$ cat src/design/vcu_pkg.sv
// Shared constants, codes and types for the vector clock unit.
package vcu_pkg;

  localparam int MAX_PROCS_DEF  = 8;
  localparam int STAMP_BITS_DEF = 16;

  localparam int ACT_W      = 2;
  localparam int ID_W       = 3;
  localparam int FIELD_W    = 16;
  localparam int KIND_W     = 2;
  localparam int CNT_W      = 4;
  localparam int STEP_W     = 8;
  localparam int CFG_IDX_W  = 2;
  localparam int CFG_DATA_W = 8;

  // Input actions
  localparam logic [ACT_W-1:0] ACT_LOCAL = 2'd0;
  localparam logic [ACT_W-1:0] ACT_SEND  = 2'd1;
  localparam logic [ACT_W-1:0] ACT_RECV  = 2'd2;
  localparam logic [ACT_W-1:0] ACT_CLEAR = 2'd3;

  // Result kinds
  localparam logic [KIND_W-1:0] KIND_LOCAL = 2'd0;
  localparam logic [KIND_W-1:0] KIND_SEND  = 2'd1;
  localparam logic [KIND_W-1:0] KIND_MERGE = 2'd2;

  // Configuration register indexes
  localparam logic [CFG_IDX_W-1:0] REG_OWN_ID  = 2'd0;
  localparam logic [CFG_IDX_W-1:0] REG_STEP    = 2'd1;
  localparam logic [CFG_IDX_W-1:0] REG_PCOUNT  = 2'd2;

  typedef struct packed {
    logic [ID_W-1:0]   own_id;
    logic [STEP_W-1:0] step_amount;
    logic [CNT_W-1:0]  process_count;
  } cfg_t;

endpackage

$ cat src/design/vcu_clock_mem.sv
// Clock entry memory: one write port, one registered read port, write-first forwarding.
module vcu_clock_mem #(
  parameter int MAX_PROCS  = vcu_pkg::MAX_PROCS_DEF,
  parameter int STAMP_BITS = vcu_pkg::STAMP_BITS_DEF
) (
  input  logic                         clk,
  input  logic                         rst,
  input  logic                         clr,
  input  logic                         rd_en,
  input  logic [$clog2(MAX_PROCS)-1:0] rd_addr,
  output logic [STAMP_BITS-1:0]        rd_data,
  input  logic                         wr_en,
  input  logic [$clog2(MAX_PROCS)-1:0] wr_addr,
  input  logic [STAMP_BITS-1:0]        wr_data
);

  logic [STAMP_BITS-1:0] mem [MAX_PROCS];
  logic [MAX_PROCS-1:0]  vld;
  logic [STAMP_BITS-1:0] mem_q;
  logic [STAMP_BITS-1:0] fwd_q;
  logic                  hit_q;
  logic                  vld_q;

  always_ff @(posedge clk) begin
    if (wr_en) begin
      mem[wr_addr] <= wr_data;
    end
    if (rd_en) begin
      mem_q <= mem[rd_addr];
      fwd_q <= wr_data;
    end
  end

  // Entries not written since reset or clear read as zero.
  always_ff @(posedge clk) begin
    if (rst) begin
      vld   <= '0;
      hit_q <= 1'b0;
      vld_q <= 1'b0;
    end else begin
      if (clr) begin
        vld <= '0;
      end else if (wr_en) begin
        vld[wr_addr] <= 1'b1;
      end
      if (rd_en) begin
        hit_q <= wr_en && (wr_addr == rd_addr);
        vld_q <= vld[rd_addr];
      end
    end
  end

  assign rd_data = hit_q ? fwd_q : (vld_q ? mem_q : '0);

endmodule

$ cat src/design/vcu_engine.sv
// Sequencer: read-modify-write of clock entries and the result register.
module vcu_engine #(
  parameter int MAX_PROCS  = vcu_pkg::MAX_PROCS_DEF,
  parameter int STAMP_BITS = vcu_pkg::STAMP_BITS_DEF
) (
  input  logic                            clk,
  input  logic                            rst,
  input  vcu_pkg::cfg_t                   cfg,
  input  logic                            item_valid,
  output logic                            item_stall,
  input  logic [vcu_pkg::ACT_W-1:0]       action,
  input  logic [vcu_pkg::ID_W-1:0]        entry_index,
  input  logic [vcu_pkg::FIELD_W-1:0]     stamp_value,
  input  logic                            is_final,
  input  logic [vcu_pkg::ID_W-1:0]        sender_id,
  output logic                            result_valid,
  input  logic                            result_stall,
  output logic [vcu_pkg::ID_W-1:0]        out_index,
  output logic [vcu_pkg::FIELD_W-1:0]     out_value,
  output logic                            out_last,
  output logic [vcu_pkg::KIND_W-1:0]      out_kind,
  output logic [vcu_pkg::ID_W-1:0]        out_source,
  output logic                            mem_clr,
  output logic                            mem_rd_en,
  output logic [$clog2(MAX_PROCS)-1:0]    mem_rd_addr,
  input  logic [STAMP_BITS-1:0]           mem_rd_data,
  output logic                            mem_wr_en,
  output logic [$clog2(MAX_PROCS)-1:0]    mem_wr_addr,
  output logic [STAMP_BITS-1:0]           mem_wr_data
);

  localparam int AW = $clog2(MAX_PROCS);
  localparam int CW = vcu_pkg::CNT_W;
  localparam logic [STAMP_BITS-1:0] SMAX = '1;

  localparam logic [1:0] ST_IDLE  = 2'd0;
  localparam logic [1:0] ST_BUMP  = 2'd1;
  localparam logic [1:0] ST_SEND  = 2'd2;
  localparam logic [1:0] ST_MERGE = 2'd3;

  function automatic logic [STAMP_BITS-1:0] sat_add(input logic [STAMP_BITS-1:0] a,
                                                    input logic [vcu_pkg::STEP_W-1:0] b);
    logic [STAMP_BITS:0] s;
    s = {1'b0, a} + (STAMP_BITS+1)'(b);
    return s[STAMP_BITS] ? SMAX : s[STAMP_BITS-1:0];
  endfunction

  logic [1:0]                     state, state_next;
  logic [CW-1:0]                  cnt, cnt_next;
  logic [vcu_pkg::ACT_W-1:0]      act_q;
  logic [vcu_pkg::ID_W-1:0]       idx_q;
  logic [vcu_pkg::FIELD_W-1:0]    stamp_q;
  logic                           fin_q;
  logic [vcu_pkg::ID_W-1:0]       sender_q;

  logic [CW-1:0]                  n_use;
  logic                           own_ok, idx_ok, in_ok;
  logic                           accept, out_free, emit, last_elem;
  logic [vcu_pkg::ID_W-1:0]       e_index;
  logic [STAMP_BITS-1:0]          e_value;
  logic                           e_last;
  logic [vcu_pkg::KIND_W-1:0]     e_kind;
  logic [vcu_pkg::ID_W-1:0]       e_source;
  logic [STAMP_BITS-1:0]          sum_val, stamp_sat, merged;
  logic [31:0]                    stamp_w;

  // Clamp the entry count to [2, MAX_PROCS].
  always_comb begin
    n_use = cfg.process_count;
    if (cfg.process_count < CW'(2)) begin
      n_use = CW'(2);
    end else if (int'(cfg.process_count) > MAX_PROCS) begin
      n_use = CW'(MAX_PROCS);
    end
  end

  assign own_ok    = {1'b0, cfg.own_id} < n_use;
  assign idx_ok    = {1'b0, idx_q} < n_use;
  assign in_ok     = {1'b0, entry_index} < n_use;
  assign item_stall = (state != ST_IDLE);
  assign accept    = item_valid && !item_stall;
  assign out_free  = !result_valid || !result_stall;
  assign last_elem = (CW'(cnt + 1'b1) == n_use);

  assign stamp_w   = 32'(stamp_q);
  assign stamp_sat = (stamp_w > 32'(SMAX)) ? SMAX : STAMP_BITS'(stamp_w);
  assign merged    = (stamp_sat > mem_rd_data) ? stamp_sat : mem_rd_data;
  assign sum_val   = own_ok ? sat_add(mem_rd_data, cfg.step_amount) : '0;

  always_comb begin
    state_next  = state;
    cnt_next    = cnt;
    mem_clr     = 1'b0;
    mem_rd_en   = 1'b0;
    mem_rd_addr = '0;
    mem_wr_en   = 1'b0;
    mem_wr_addr = '0;
    mem_wr_data = '0;
    emit        = 1'b0;
    e_index     = '0;
    e_value     = '0;
    e_last      = 1'b0;
    e_kind      = vcu_pkg::KIND_LOCAL;
    e_source    = '0;
    unique case (state)
      ST_IDLE: begin
        if (accept) begin
          unique case (action)
            vcu_pkg::ACT_LOCAL, vcu_pkg::ACT_SEND: begin
              mem_rd_en   = own_ok;
              mem_rd_addr = AW'(cfg.own_id);
              state_next  = ST_BUMP;
            end
            vcu_pkg::ACT_RECV: begin
              if (entry_index == '0) begin
                mem_rd_en   = own_ok;
                mem_rd_addr = AW'(cfg.own_id);
                state_next  = ST_BUMP;
              end else begin
                mem_rd_en   = in_ok;
                mem_rd_addr = AW'(entry_index);
                state_next  = ST_MERGE;
              end
            end
            default: begin
              mem_clr = 1'b1;
            end
          endcase
        end
      end
      ST_BUMP: begin
        mem_wr_addr = AW'(cfg.own_id);
        mem_wr_data = sum_val;
        unique case (act_q)
          vcu_pkg::ACT_LOCAL: begin
            if (out_free) begin
              mem_wr_en  = own_ok;
              emit       = 1'b1;
              e_index    = cfg.own_id;
              e_value    = sum_val;
              e_last     = 1'b1;
              e_kind     = vcu_pkg::KIND_LOCAL;
              state_next = ST_IDLE;
            end
          end
          vcu_pkg::ACT_SEND: begin
            mem_wr_en   = own_ok;
            mem_rd_en   = 1'b1;
            mem_rd_addr = '0;
            cnt_next    = '0;
            state_next  = ST_SEND;
          end
          default: begin
            mem_wr_en   = own_ok;
            mem_rd_en   = idx_ok;
            mem_rd_addr = AW'(idx_q);
            state_next  = ST_MERGE;
          end
        endcase
      end
      ST_SEND: begin
        if (out_free) begin
          emit     = 1'b1;
          e_index  = cnt[vcu_pkg::ID_W-1:0];
          e_value  = mem_rd_data;
          e_last   = last_elem;
          e_kind   = vcu_pkg::KIND_SEND;
          e_source = last_elem ? cfg.own_id : '0;
          if (last_elem) begin
            state_next = ST_IDLE;
          end else begin
            mem_rd_en   = 1'b1;
            mem_rd_addr = AW'(CW'(cnt + 1'b1));
            cnt_next    = CW'(cnt + 1'b1);
          end
        end
      end
      default: begin
        if (out_free) begin
          mem_wr_en   = idx_ok;
          mem_wr_addr = AW'(idx_q);
          mem_wr_data = merged;
          emit        = 1'b1;
          e_index     = idx_q;
          e_value     = idx_ok ? merged : '0;
          e_last      = 1'b1;
          e_kind      = vcu_pkg::KIND_MERGE;
          e_source    = fin_q ? sender_q : '0;
          state_next  = ST_IDLE;
        end
      end
    endcase
  end

  always_ff @(posedge clk) begin
    if (rst) begin
      state        <= ST_IDLE;
      cnt          <= '0;
      result_valid <= 1'b0;
    end else begin
      state <= state_next;
      cnt   <= cnt_next;
      if (emit) begin
        result_valid <= 1'b1;
      end else if (!result_stall) begin
        result_valid <= 1'b0;
      end
    end
  end

  always_ff @(posedge clk) begin
    if (accept) begin
      act_q    <= action;
      idx_q    <= entry_index;
      stamp_q  <= stamp_value;
      fin_q    <= is_final;
      sender_q <= sender_id;
    end
    if (emit) begin
      out_index  <= e_index;
      out_value  <= vcu_pkg::FIELD_W'(e_value);
      out_last   <= e_last;
      out_kind   <= e_kind;
      out_source <= e_source;
    end
  end

endmodule

$ cat src/design/vector_clock_unit_top.sv
// Top level of the vector clock unit: configuration registers and block wiring.
//
// Usage notes:
// - Item channel (item_valid / item_stall): one action per transfer. Fields
//   action, entry_index, stamp_value, is_final, sender_id.
// - Result channel (result_valid / result_stall): one entry report per
//   transfer, held in an output register until taken.
// - Config channel (cfg_valid / cfg_ready): cfg_index 0 own_id, 1 step_amount,
//   2 process_count; cfg_ready is always high. Write only while idle.
// - Timing: the memory read is issued at the accepting edge; the result is
//   registered from the state that emits it: BUMP for a local item, MERGE for
//   a receive (BUMP first if entry_index is 0); a send goes BUMP, then SEND,
//   each entry in use, one per cycle unless stalled. A clear stays in IDLE.
// - The block takes one item at a time; the single read port of the entry
//   memory and the read-modify-write on it set the rate.
// - A stalled result holds the engine in the state that emits, with its read
//   data held, until the result register frees up.
// - Reset: all entries read as zero (per-entry valid bits are cleared),
//   own_id 0, step_amount 1, process_count 8. Clear also takes effect
//   through the valid bits.
module vector_clock_unit_top #(
  parameter int MAX_PROCS  = vcu_pkg::MAX_PROCS_DEF,
  parameter int STAMP_BITS = vcu_pkg::STAMP_BITS_DEF
) (
  input  logic                             clk,
  input  logic                             rst,
  input  logic                             item_valid,
  output logic                             item_stall,
  input  logic [vcu_pkg::ACT_W-1:0]        action,
  input  logic [vcu_pkg::ID_W-1:0]         entry_index,
  input  logic [vcu_pkg::FIELD_W-1:0]      stamp_value,
  input  logic                             is_final,
  input  logic [vcu_pkg::ID_W-1:0]         sender_id,
  output logic                             result_valid,
  input  logic                             result_stall,
  output logic [vcu_pkg::ID_W-1:0]         out_index,
  output logic [vcu_pkg::FIELD_W-1:0]      out_value,
  output logic                             out_last,
  output logic [vcu_pkg::KIND_W-1:0]       out_kind,
  output logic [vcu_pkg::ID_W-1:0]         out_source,
  input  logic                             cfg_valid,
  output logic                             cfg_ready,
  input  logic [vcu_pkg::CFG_IDX_W-1:0]    cfg_index,
  input  logic [vcu_pkg::CFG_DATA_W-1:0]   cfg_data
);

  localparam int AW = $clog2(MAX_PROCS);

  vcu_pkg::cfg_t           cfg;
  logic                    mem_clr;
  logic                    mem_rd_en;
  logic [AW-1:0]           mem_rd_addr;
  logic [STAMP_BITS-1:0]   mem_rd_data;
  logic                    mem_wr_en;
  logic [AW-1:0]           mem_wr_addr;
  logic [STAMP_BITS-1:0]   mem_wr_data;

  assign cfg_ready = 1'b1;

  // Register writes; an index past the list is dropped.
  always_ff @(posedge clk) begin
    if (rst) begin
      cfg.own_id        <= '0;
      cfg.step_amount   <= vcu_pkg::STEP_W'(1);
      cfg.process_count <= vcu_pkg::CNT_W'(8);
    end else if (cfg_valid && cfg_ready) begin
      unique case (cfg_index)
        vcu_pkg::REG_OWN_ID: cfg.own_id      <= cfg_data[vcu_pkg::ID_W-1:0];
        vcu_pkg::REG_STEP:   cfg.step_amount <= cfg_data[vcu_pkg::STEP_W-1:0];
        vcu_pkg::REG_PCOUNT: cfg.process_count <= cfg_data[vcu_pkg::CNT_W-1:0];
        default: ;
      endcase
    end
  end

  vcu_clock_mem #(
    .MAX_PROCS  (MAX_PROCS),
    .STAMP_BITS (STAMP_BITS)
  ) u_mem (
    .clk     (clk),
    .rst     (rst),
    .clr     (mem_clr),
    .rd_en   (mem_rd_en),
    .rd_addr (mem_rd_addr),
    .rd_data (mem_rd_data),
    .wr_en   (mem_wr_en),
    .wr_addr (mem_wr_addr),
    .wr_data (mem_wr_data)
  );

  vcu_engine #(
    .MAX_PROCS  (MAX_PROCS),
    .STAMP_BITS (STAMP_BITS)
  ) u_engine (
    .clk          (clk),
    .rst          (rst),
    .cfg          (cfg),
    .item_valid   (item_valid),
    .item_stall   (item_stall),
    .action       (action),
    .entry_index  (entry_index),
    .stamp_value  (stamp_value),
    .is_final     (is_final),
    .sender_id    (sender_id),
    .result_valid (result_valid),
    .result_stall (result_stall),
    .out_index    (out_index),
    .out_value    (out_value),
    .out_last     (out_last),
    .out_kind     (out_kind),
    .out_source   (out_source),
    .mem_clr      (mem_clr),
    .mem_rd_en    (mem_rd_en),
    .mem_rd_addr  (mem_rd_addr),
    .mem_rd_data  (mem_rd_data),
    .mem_wr_en    (mem_wr_en),
    .mem_wr_addr  (mem_wr_addr),
    .mem_wr_data  (mem_wr_data)
  );

endmodule
$ cat config.mk
export PLATFORM = sky130hd
export DESIGN_NAME = vector_clock_unit_top
export DESIGN_NICKNAME = d
export VERILOG_FILES = /design/src/design/vcu_pkg.sv /design/src/design/vcu_clock_mem.sv /design/src/design/vcu_engine.sv /design/src/design/vector_clock_unit_top.sv
export SDC_FILE = /design/constraint.sdc
export NUM_CORES = 1
export LEC_CHECK = 0
export ABC_AREA = 1
export BUFFER_PORTS_ARGS = -buffer_cell sky130_fd_sc_hd__buf_2
export CORE_ASPECT_RATIO = 1.75
export CORE_MARGIN = 2
export CORE_UTILIZATION = 25
export DETAILED_ROUTE_END_ITERATION = 7
export SLEW_MARGIN = 30
export SYNTH_ARGS = -nofsm -noshare
export SYNTH_HDL_FRONTEND = slang
export SYNTH_SLANG_ARGS = --single-unit
$ cat constraint.sdc
create_clock -name clk -period 3.9 [get_ports clk]
set_clock_uncertainty 0.15 [all_clocks]
set_input_delay 0 -clock clk [delete_from_list [all_inputs] [get_ports clk]]
set_output_delay 0 -clock clk [all_outputs]
set_load 0.03 [all_outputs]
Word-level counts from Yosys, hierarchy flattened. Memories as Yosys holds them, arrays and structs flattened. A register that Yosys moved wholly into a read port is not among the register bits. Index checks and enable logic that the tools add are counted.

Word-level logic and storage cells: 151. Input port bits: 40. RAM bits: 128. Flip-flop bits (word level): 98. Memories: 1.

Memories: u_mem.mem (depth 8, bits a word 16, read ports 1, clocked after Yosys merged registers in 1, wr ports 1, line vcu_clock_mem.sv:17) `logic [STAMP_BITS-1:0] mem [MAX_PROCS];`.

Order comparisons: 10. Bitwise gates (word level): 1. $add $sub $neg: 2. Muxes and demuxes: 76. Equal/unequal tests: 16. Reductions and logical operators: 25.

Operators with widths (number): 2-to-1 mux 16 bit (12); case mux 16 bit (3 select lines) (1); 2-to-1 mux 3 bit (13); case mux 16 bit (2 select lines) (1); 2-to-1 mux 1 bit (20); 2-to-1 mux 4 bit (5); case mux 3 bit (2 select lines) (3); case mux 3 bit (3 select lines) (2); adder 16 x 8 -> 17 bit (1); greater-than comparator 16 bit (1); greater-than comparator 16 bit (second input constant) (1); < comparator 3 x 4 -> 1 bit (3); 2-to-1 mux 2 bit (6); case mux 2 bit (2 select lines) (3); OR reduction 2 bit (5); equality test 2 x 1 -> 1 bit (second input constant) (4); logical NOT 2 bit (4); < comparator 3 x 4 -> 1 bit (second input constant) (2); != test 2 x 1 -> 1 bit (second input constant) (4); bitwise OR 8 bit (1); case mux 1 bit (2 select lines) (4); case mux 4 bit (2 select lines) (1); AND reduction 4 bit (2); equality test 2 bit (second input constant) (3); 19 further kinds (28).

Logic depth before layout (Yosys ltp). Gate-level depths: netlist of the first run.

Word-level depth: 9. Mapped depth: 19.

Hierarchy. A second synthesis of the first run with hierarchy kept.

Cell total of the unflattened synthesis: 1267. Area, all modules: 11882.6 µm².

Modules (own cells, without submodules): vcu_clock_mem (cells an instance 533, times used 1, area an instance 6652.6 µm²); vcu_engine (cells an instance 637, times used 1, area an instance 4564.4 µm²); vector_clock_unit_top (cells an instance 97, times used 1, area an instance 665.6 µm²).

Least setup slack after synthesis of the first run. OpenSTA, ideal clock, no wires.

Kind: flip-flop to flip-flop. From: reg u_engine.result_valid. To: reg u_engine.out_index[0] (netlist bit), enable pin. Period minus slack after synthesis: 3.318 ns. Arrival time: 2.724 ns. Setup time: 0.444 ns. Setup slack: 0.582 ns. Cell stages (with the launch flop): 4. Buffers on the path: 0. Cells stage by stage: dfxtp_1 -> nand2_1 -> clkinv_1 -> o21ai_0.

Longest elaborated chain between the ends: 5.

RTL lines: start, declared (line vcu_engine.sv:16) `output logic result_valid,`; start signal, assigned (line vcu_engine.sv:199) `result_valid <= 1'b0;`; start signal, assigned (line vcu_engine.sv:204) `result_valid <= 1'b1;`; start signal, assigned (line vcu_engine.sv:206) `result_valid <= 1'b0;`; logical NOT 1 bit * (line vcu_engine.sv:82) `assign out_free = !result_valid || !result_stall;`; logical OR 1 bit * (line vcu_engine.sv:82); 2-to-1 mux 1 bit * (line vcu_engine.sv:136, vcu_engine.sv:162, vcu_engine.sv:179); 2-to-1 mux 1 bit (line vcu_engine.sv:134) `unique case (act_q)`; case mux 1 bit (2 select lines) * (line vcu_engine.sv:105) `unique case (state)`; via u_engine.emit (line vcu_engine.sv:58) `logic accept, out_free, emit, last_elem;`; end signal, assigned (line vcu_engine.sv:220) `out_index <= e_index;`; end, declared (line vcu_engine.sv:18) `output logic [vcu_pkg::ID_W-1:0] out_index,`.

The timed path passes the listed nets; every way through them passes the cells marked *. A chain may end at the register's enable or synchronous reset.

Worst setup path in the final report of the first run.
From: reg u_mem.vld_q. To: mem u_mem.mem[5][3] (netlist bit), data pin.

Longest elaborated chain between the ends: 6. Elaborated cells between the ends (all ways): 9. Classes of those cells: add/sub: 1; order compare: 1; mux: 7.

RTL lines: start, declared (line vcu_clock_mem.sv:22) `logic vld_q;`; start signal, assigned (line vcu_clock_mem.sv:48) `vld_q <= vld[rd_addr];`; 2-to-1 mux 16 bit * (2 in a row) (line vcu_clock_mem.sv:53) `assign rd_data = hit_q ? fwd_q : (vld_q ? mem_q : '0);`; adder 16 x 8 -> 17 bit or greater-than comparator 16 bit (tied branches) (line vcu_engine.sv:44, vcu_engine.sv:87); 2-to-1 mux 16 bit, on equally long branches (line vcu_engine.sv:45, vcu_engine.sv:87); 2-to-1 mux 16 bit, on equally long branches (line vcu_engine.sv:88, vcu_engine.sv:179); case mux 16 bit (2 select lines) * (line vcu_engine.sv:105); via mem_wr_data[3] (line vector_clock_unit_top.sv:56) `logic [STAMP_BITS-1:0] mem_wr_data;`; end, declared (line vcu_clock_mem.sv:17).

Marked as above.

==> flow_summary_export.csv, run 1 <==
group,metric,value,unit
status,outcome,"finished, final reports clean",
clock_network,cts_inserted_buffers,23,
pwr,p_total,0.00975,W
synth,yosys-top-cells-area,"edfxtp_1, nand2_1, dfxtp_1",
setup_path,r2r_setup_slack,0.36,ns
detailed_routing,drc,0,
clock_network,max-clock-path-buffers,3,
pwr,seqPwrFrac,0.380,
grt,globalRoute.totalOverflow,0,
grt,grt_first_pass_wirelength,47400,um
cells_and_area,layout.nets,1340,
placed_design,numPortBuffers,66,
placed_design,gp_congestion,0.914,
synth,yosysMostFrequentCell,"nand2_1",
clock_network,cts_tree,"built",
cells_and_area,area_growth,22.1,%
clock_network,htree_levels,1,
timing,max_freq,0.283,GHz
floorplanning,die_area,48000,um^2
pwr,p_per_area,692,nW/um^2
setup_path,required,3.97,ns
cells_and_area,antenna_cells,0,
timing,min_period,3.54,ns
floorplanning,start_util,0.252,
detailed_routing,drtAntennaViolNets,0,
timing,hold-worst-slack,0.0306,ns
timing,tns,0,ns
timing,maxSlewViolCount,0,
floorplanning,rows,104,
grt,grt_usage,0.126,
timing,setup_viol,0,
clock_network,cts_sinks,242,
setup_path,timing_worst_setup_path_type,"register to register",
floorplanning,die_x,166,um
setup_path,path_cells,"inv_1 > nor2_8 > buf_4 > a22o_1 > inv_1 > ha_1 > nand2_1 > inv_1 > nand2_1 > nor2_1 > buf_4 > buf_4 > nand4_1 > nand2_1 > buf_12 > o21ai_0 > o22ai_1",
timing,slew_headroom,0.378,
grt,antenna_found_initial,0,
timing,tightest_slew,0.932,ns
synth,yosysWarnings,0,
setup_path,end_kind,"register",
pwr,vdd_drop_max,0.000333,V
detailed_routing,dr.pass1.iters,4,
flow_run,drv_cap,0,
grt,grt_pass1_vias,8639,
clock_network,insertion_delay,0.53,ns
synth,synth_flop_cell,"edfxtp_1",
synth,syn_nets,1187,
synth,synth.cells.most_frequent,"nand2_1, edfxtp_1, inv_1",
synth,syn_area_per_cell,10.3,um^2
floorplanning,die-height,288,um
setup_path,slowest_stage,"o22ai_1",
clock_network,root_buffer,"clkbuf_16",
setup_path,slowest_delay,0.60,ns
detailed_routing,viasPerCell,4.62,
synth,synthCells,1117,
pwr,leakagePower,5.55,nW
pwr,internal_power,0.00602,W
min_path,hp-class,"input pin to register",
floorplanning,core_area,45800,um^2
synth,synth_top_area_cell,"edfxtp_1",
synth,synth_cell_types,51,
setup_path,crit_family,"compound AO/OA/AOI/OAI gates",
synth,async_flop_share,0,
pwr,pwr-share-comb,0.387,
synth,synth_edf_count,210,
synth,yosysSeqAreaShare,0.602,
placed_design,pre_cts_slack,0.142,ns
floorplanning,io_pins,68,
setup_path,cp.arrival,3.60,ns
setup_path,critical_path.startpoint_type,"register",
placed_design,hpwlAfterDp,22200,um
timing,finalHoldViolCount,0,
pwr,p_clk_frac,0.233,
grt,grt_max_degree,52,
timing,fin_ws,0.362,ns
synth,syn-cell-area,11500,um^2
detailed_routing,routed_wl,31100,um
detailed_routing,wl_per_cell,16.7,um
timing,fin_crit_sh,0.907,
clock_network,path_clk_slew,0.07,ns
synth,yosys_register_bits,242,
detailed_routing,vias,8644,
synth,netlist.area_leader.share,0.546,
pwr,p_switching,0.00374,W
timing,rsz0062_at_grt,"no",
pwr,p_sw_frac,0.383,
cells_and_area,nFillCells,4691,
detailed_routing,drt_first_iter_violations,476,
cells_and_area,final_layout_size_suffix_gt1_frac,0.160,
setup_path,cp_num_buf_inv,7,
setup_path,crit_fanout,16,
per-layer routing:
layer | up-vias | track usage | share of wire
li1 | 4227 | - | -
met1 | 4107 | 0.129 | 0.37
met2 | 221 | 0.245 | 0.54
met3 | 89 | 0.0119 | 0.034
met4 | 0 | 0.0772 | 0.059
met5 | - | 0 | 0
state kept, by name, summed over array words and instances (netlist names), 4 cells and up:
| signal | count |
|---|---|
| u_mem.mem | 128 |
| u_engine.out_value | 16 |
| u_engine.stamp_q | 16 |
| u_mem.fwd_q | 16 |
| u_mem.mem_q | 16 |
| cfg | 15 |
| u_mem.vld | 8 |
| u_engine.cnt | 4 |
cell usage in the layout (no fill, tap or decap), drive strengths merged, types with 25 or more instances in the layout:
cell         instances
clkbuf              25
nor2                71
dfxtp               32
ha                  29
buf                112
or2                 36
dlygate4sd3         55
nand2              235
nand3               67
inv                120
edfxtp             210
a21oi               49
o21ai               80
o211ai              40
o22ai               31
final cells by class:
type / instances / area (um^2) / area share
sequential: 242 / 6950 / 0.493
multi-input combinational: 718 / 3950 / 0.280
timing repair buffer: 167 / 1280 / 0.0905
tap: 583 / 729 / 0.0517
clock buffer: 25 / 583 / 0.0413
inverter: 118 / 443 / 0.0314
clock inverter: 17 / 173 / 0.0122
logic make-up (layout without fill, tap and decap cells):
family                   count (synthesis)  after routing  synth area share
AND/OR/NAND/NOR                        440            440             0.171
other                                    1              1          0.000325
AO/OA/AOI/OAI                          236            236             0.127
flip-flops                             242            242             0.602
buffers and inverters                  157            327            0.0587
adder cells (fa/ha/maj)                 30             30            0.0332
XOR/XNOR                                11             11           0.00834
final timing paths:
| kind | start | to | depth (start not counted) |
|---|---|---|---|
| min | stamp_value[8] | u_engine.stamp_q[8]$_DFFE_PP_ | 2 |
| min reg2reg | u_mem.vld[4]$_SDFFE_PP0P_ | u_mem.vld[4]$_SDFFE_PP0P_ | 2 |
| max | u_mem.vld_q$_SDFFE_PP0P_ | u_mem.mem[5][3]$_DFFE_PP_ | 17 |
| max reg2reg | u_mem.vld_q$_SDFFE_PP0P_ | u_mem.mem[5][3]$_DFFE_PP_ | 17 |
power groups by stage:
| stage | sequential [W] | clock (W) | combinational, W |
|---|---|---|---|
| 6_report | 0.00370 | 0.00227 | 0.00378 |
| 5_1_grt | 0.00374 | 0.00241 | 0.00422 |
| 4_1_cts | 0.00370 | 0.00234 | 0.00378 |
| 3_5_place_dp | 0.00376 | 0 | 0.00372 |
| 3_3_place_gp | 0.00375 | 0 | 0.00369 |
| 2_1_floorplan | 0.00386 | 0 | 0.00246 |
metrics by stage:
step	util	cells	cell area, um^2
6_report	0.308	1870	14100
5_1_grt	0.308	1870	14100
4_1_cts	0.307	1869	14100
3_5_place_dp	0.279	1772	12800
3_3_place_gp	0.279	1772	12800
2_1_floorplan	-	1117	11500
repair_timing:
action / in CTS / in global routing
endpoints found under the setup margin: 0 / 126
gates resized for setup: 0 / 3
endpoints found under the hold margin: 54 / 0
buffers inserted: 0 / 1
hold buffers: 55 / 0
Note: power is estimated with default switching activity, not from simulation.
==> inputs of run 2 (changes only) <==
Settings changed: CORE_ASPECT_RATIO 1.75 to 1.5.
==> flow_summary_export.csv, run 2 (synthesis results as in run 1) <==
group,metric,value,unit
status,outcome,"finished, final reports clean",
placed_design,gp_congestion,0.886,
timing,setup_viol,0,
clock_network,max-clock-path-buffers,3,
detailed_routing,routed_wl,30300,um
cells_and_area,largest_reg_flops,128,
cells_and_area,mostFrequentLayoutCell,"nand2_1",
floorplanning,core_area,45600,um^2
detailed_routing,viasPerCell,4.63,
pwr,p_clk_frac,0.234,
cells_and_area,final_area,14000,um^2
setup_path,crit_fanout,16,
grt,antenna_found_initial,0,
min_path,hp-class,"input pin to register",
pwr,leakagePower,5.53,nW
detailed_routing,vias,8660,
placed_design,pre_cts_slack,-0.0284,ns
timing,maxSlewViolCount,0,
clock_network,cts_tree,"built",
flow_run,drv_cap,0,
pwr,pwr-share-comb,0.382,
timing,fin_crit_sh,0.931,
pwr,internal_power,0.00597,W
detailed_routing,wl_per_cell,16.2,um
floorplanning,die_x,179,um
pwr,p_per_area,688,nW/um^2
grt,grt_max_degree,59,
setup_path,critical_path.startpoint_type,"register",
clock_network,cts_sinks,242,
grt,grt_pass1_vias,8643,
cells_and_area,layout_common_cells,"nand2_1, edfxtp_1, inv_1",
setup_path,slowest_stage,"fa_1",
setup_path,cpMostUsedCell,"nand3_1",
placed_design,dpl_cell_area,12800,um^2
pwr,p_switching,0.00369,W
setup_path,slowest_delay,0.39,ns
timing,fin_ws,0.270,ns
timing,min_period,3.63,ns
clock_network,path_clk_slew,0.07,ns
setup_path,timing_worst_setup_path_type,"register to register",
placed_design,numPortBuffers,66,
floorplanning,start_util,0.253,
timing,finalHoldViolCount,0,
cells_and_area,final_layout_size_suffix_gt1_frac,0.161,
setup_path,cp.arrival,3.81,ns
timing,tightest_slew,0.939,ns
detailed_routing,dr.pass1.iters,5,
detailed_routing,drt_first_iter_violations,645,
grt,grt_usage,0.123,
setup_path,crit_family,"simple AND/OR/NAND/NOR gates",
floorplanning,die-height,267,um
setup_path,required,4.08,ns
timing,slew_headroom,0.373,
clock_network,root_buffer,"clkbuf_16",
floorplanning,die_area,48000,um^2
cells_and_area,top_register,"u_mem.mem",
setup_path,end_kind,"register",
cells_and_area,layout.nets,1337,
setup_path,cp_num_buf_inv,2,
detailed_routing,drc,0,
clock_network,cts_inserted_buffers,23,
cells_and_area,area_growth,21.6,%
clock_network,insertion_delay,0.53,ns
cells_and_area,antenna_cells,0,
cells_and_area,utilization,0.308,
floorplanning,io_pins,68,
placed_design,hpwlAfterDp,21100,um
pwr,p_sw_frac,0.382,
timing,rsz0062_at_grt,"no",
grt,grt_first_pass_wirelength,46900,um
floorplanning,rows,96,
pwr,vdd_drop_max,0.000351,V
clock_network,htree_levels,1,
setup_path,path_cells,"nor2_8 > a22oi_1 > inv_1 > ha_1 > inv_1 > fa_1 > nand3b_1 > nor2_1 > nor2_1 > o21ai_2 > nand2_1 > nor2_2 > nand3_1 > nand3_1 > nand3_1 > nand2_1",
grt,globalRoute.totalOverflow,0,
pwr,seqPwrFrac,0.384,
timing,max_freq,0.275,GHz
detailed_routing,drtAntennaViolNets,0,
run 2: worst paths after layout:
| check | cells after the start | end | start | slack (ns) |
|---|---|---|---|---|
| min | 2 | u_engine.stamp_q[15]$_DFFE_PP_ | stamp_value[15] | 0.03 |
| max | 16 | u_mem.mem[6][13]$_DFFE_PP_ | u_mem.hit_q$_SDFFE_PP0P_ | 0.27 |
| min reg2reg | 2 | u_mem.vld[6]$_SDFFE_PP0P_ | u_mem.vld[6]$_SDFFE_PP0P_ | 0.31 |
| max reg2reg | 16 | u_mem.mem[6][13]$_DFFE_PP_ | u_mem.hit_q$_SDFFE_PP0P_ | 0.27 |
run 2: final cells by class:
cell class                      instances  area, um^2
Fill cell                            4634       31600
Clock buffer                           25         593
Tap cell                              588         736
Inverter                              118         443
Sequential cell                       242        6950
Timing Repair Buffer                  164        1210
Clock inverter                         17         165
Multi-Input combinational cell        718        3950
run 2: worst reg2reg max path: cells and delay by family (launching register included):
kind	cells	cell delay, ns
adder cells (fa/ha/maj)	2	0.56
AO/OA/AOI/OAI	2	0.40
flip-flops	1	0.38
AND/OR/NAND/NOR	10	1.76
buffers and inverters	2	0.17
run 2: power groups by stage:
stage	Clock (W)	Sequential [W]	Combinational [W]
final	0.00227	0.00371	0.00369
after global routing	0.00241	0.00374	0.00411
after CTS	0.00232	0.00371	0.00371
after detailed placement	0	0.00376	0.00366
after global placement	0	0.00375	0.00361
after floorplan	0	0.00386	0.00246
run 2: repair_timing:
item | CTS | global route
hold buffers | 52 | 0
buffers inserted | 0 | 0
setup endpoints to repair | 27 | 89
resized for setup | 1 | 2
endpoints found under the hold margin | 62 | 0
run 2: stage by stage:
step                total power (W)  TNS (ns)  hold WS, ns  cells
floorplan                   0.00633         0      -0.0809   1117
global placement            0.00737         0       0.0300   1778
detailed placement          0.00741    -0.254       0.0303   1778
CTS                         0.00974         0      0.00638   1872
global route                 0.0103         0       0.0241   1872
finish                      0.00966         0       0.0266   1872
run 2: layer usage:
metal	track usage	vias to the layer above	part of all wire
met5	0	-	0
met4	0.0626	0	0.047
met3	0.0121	81	0.037
met2	0.241	223	0.54
met1	0.129	4131	0.38
li1	-	4225	-
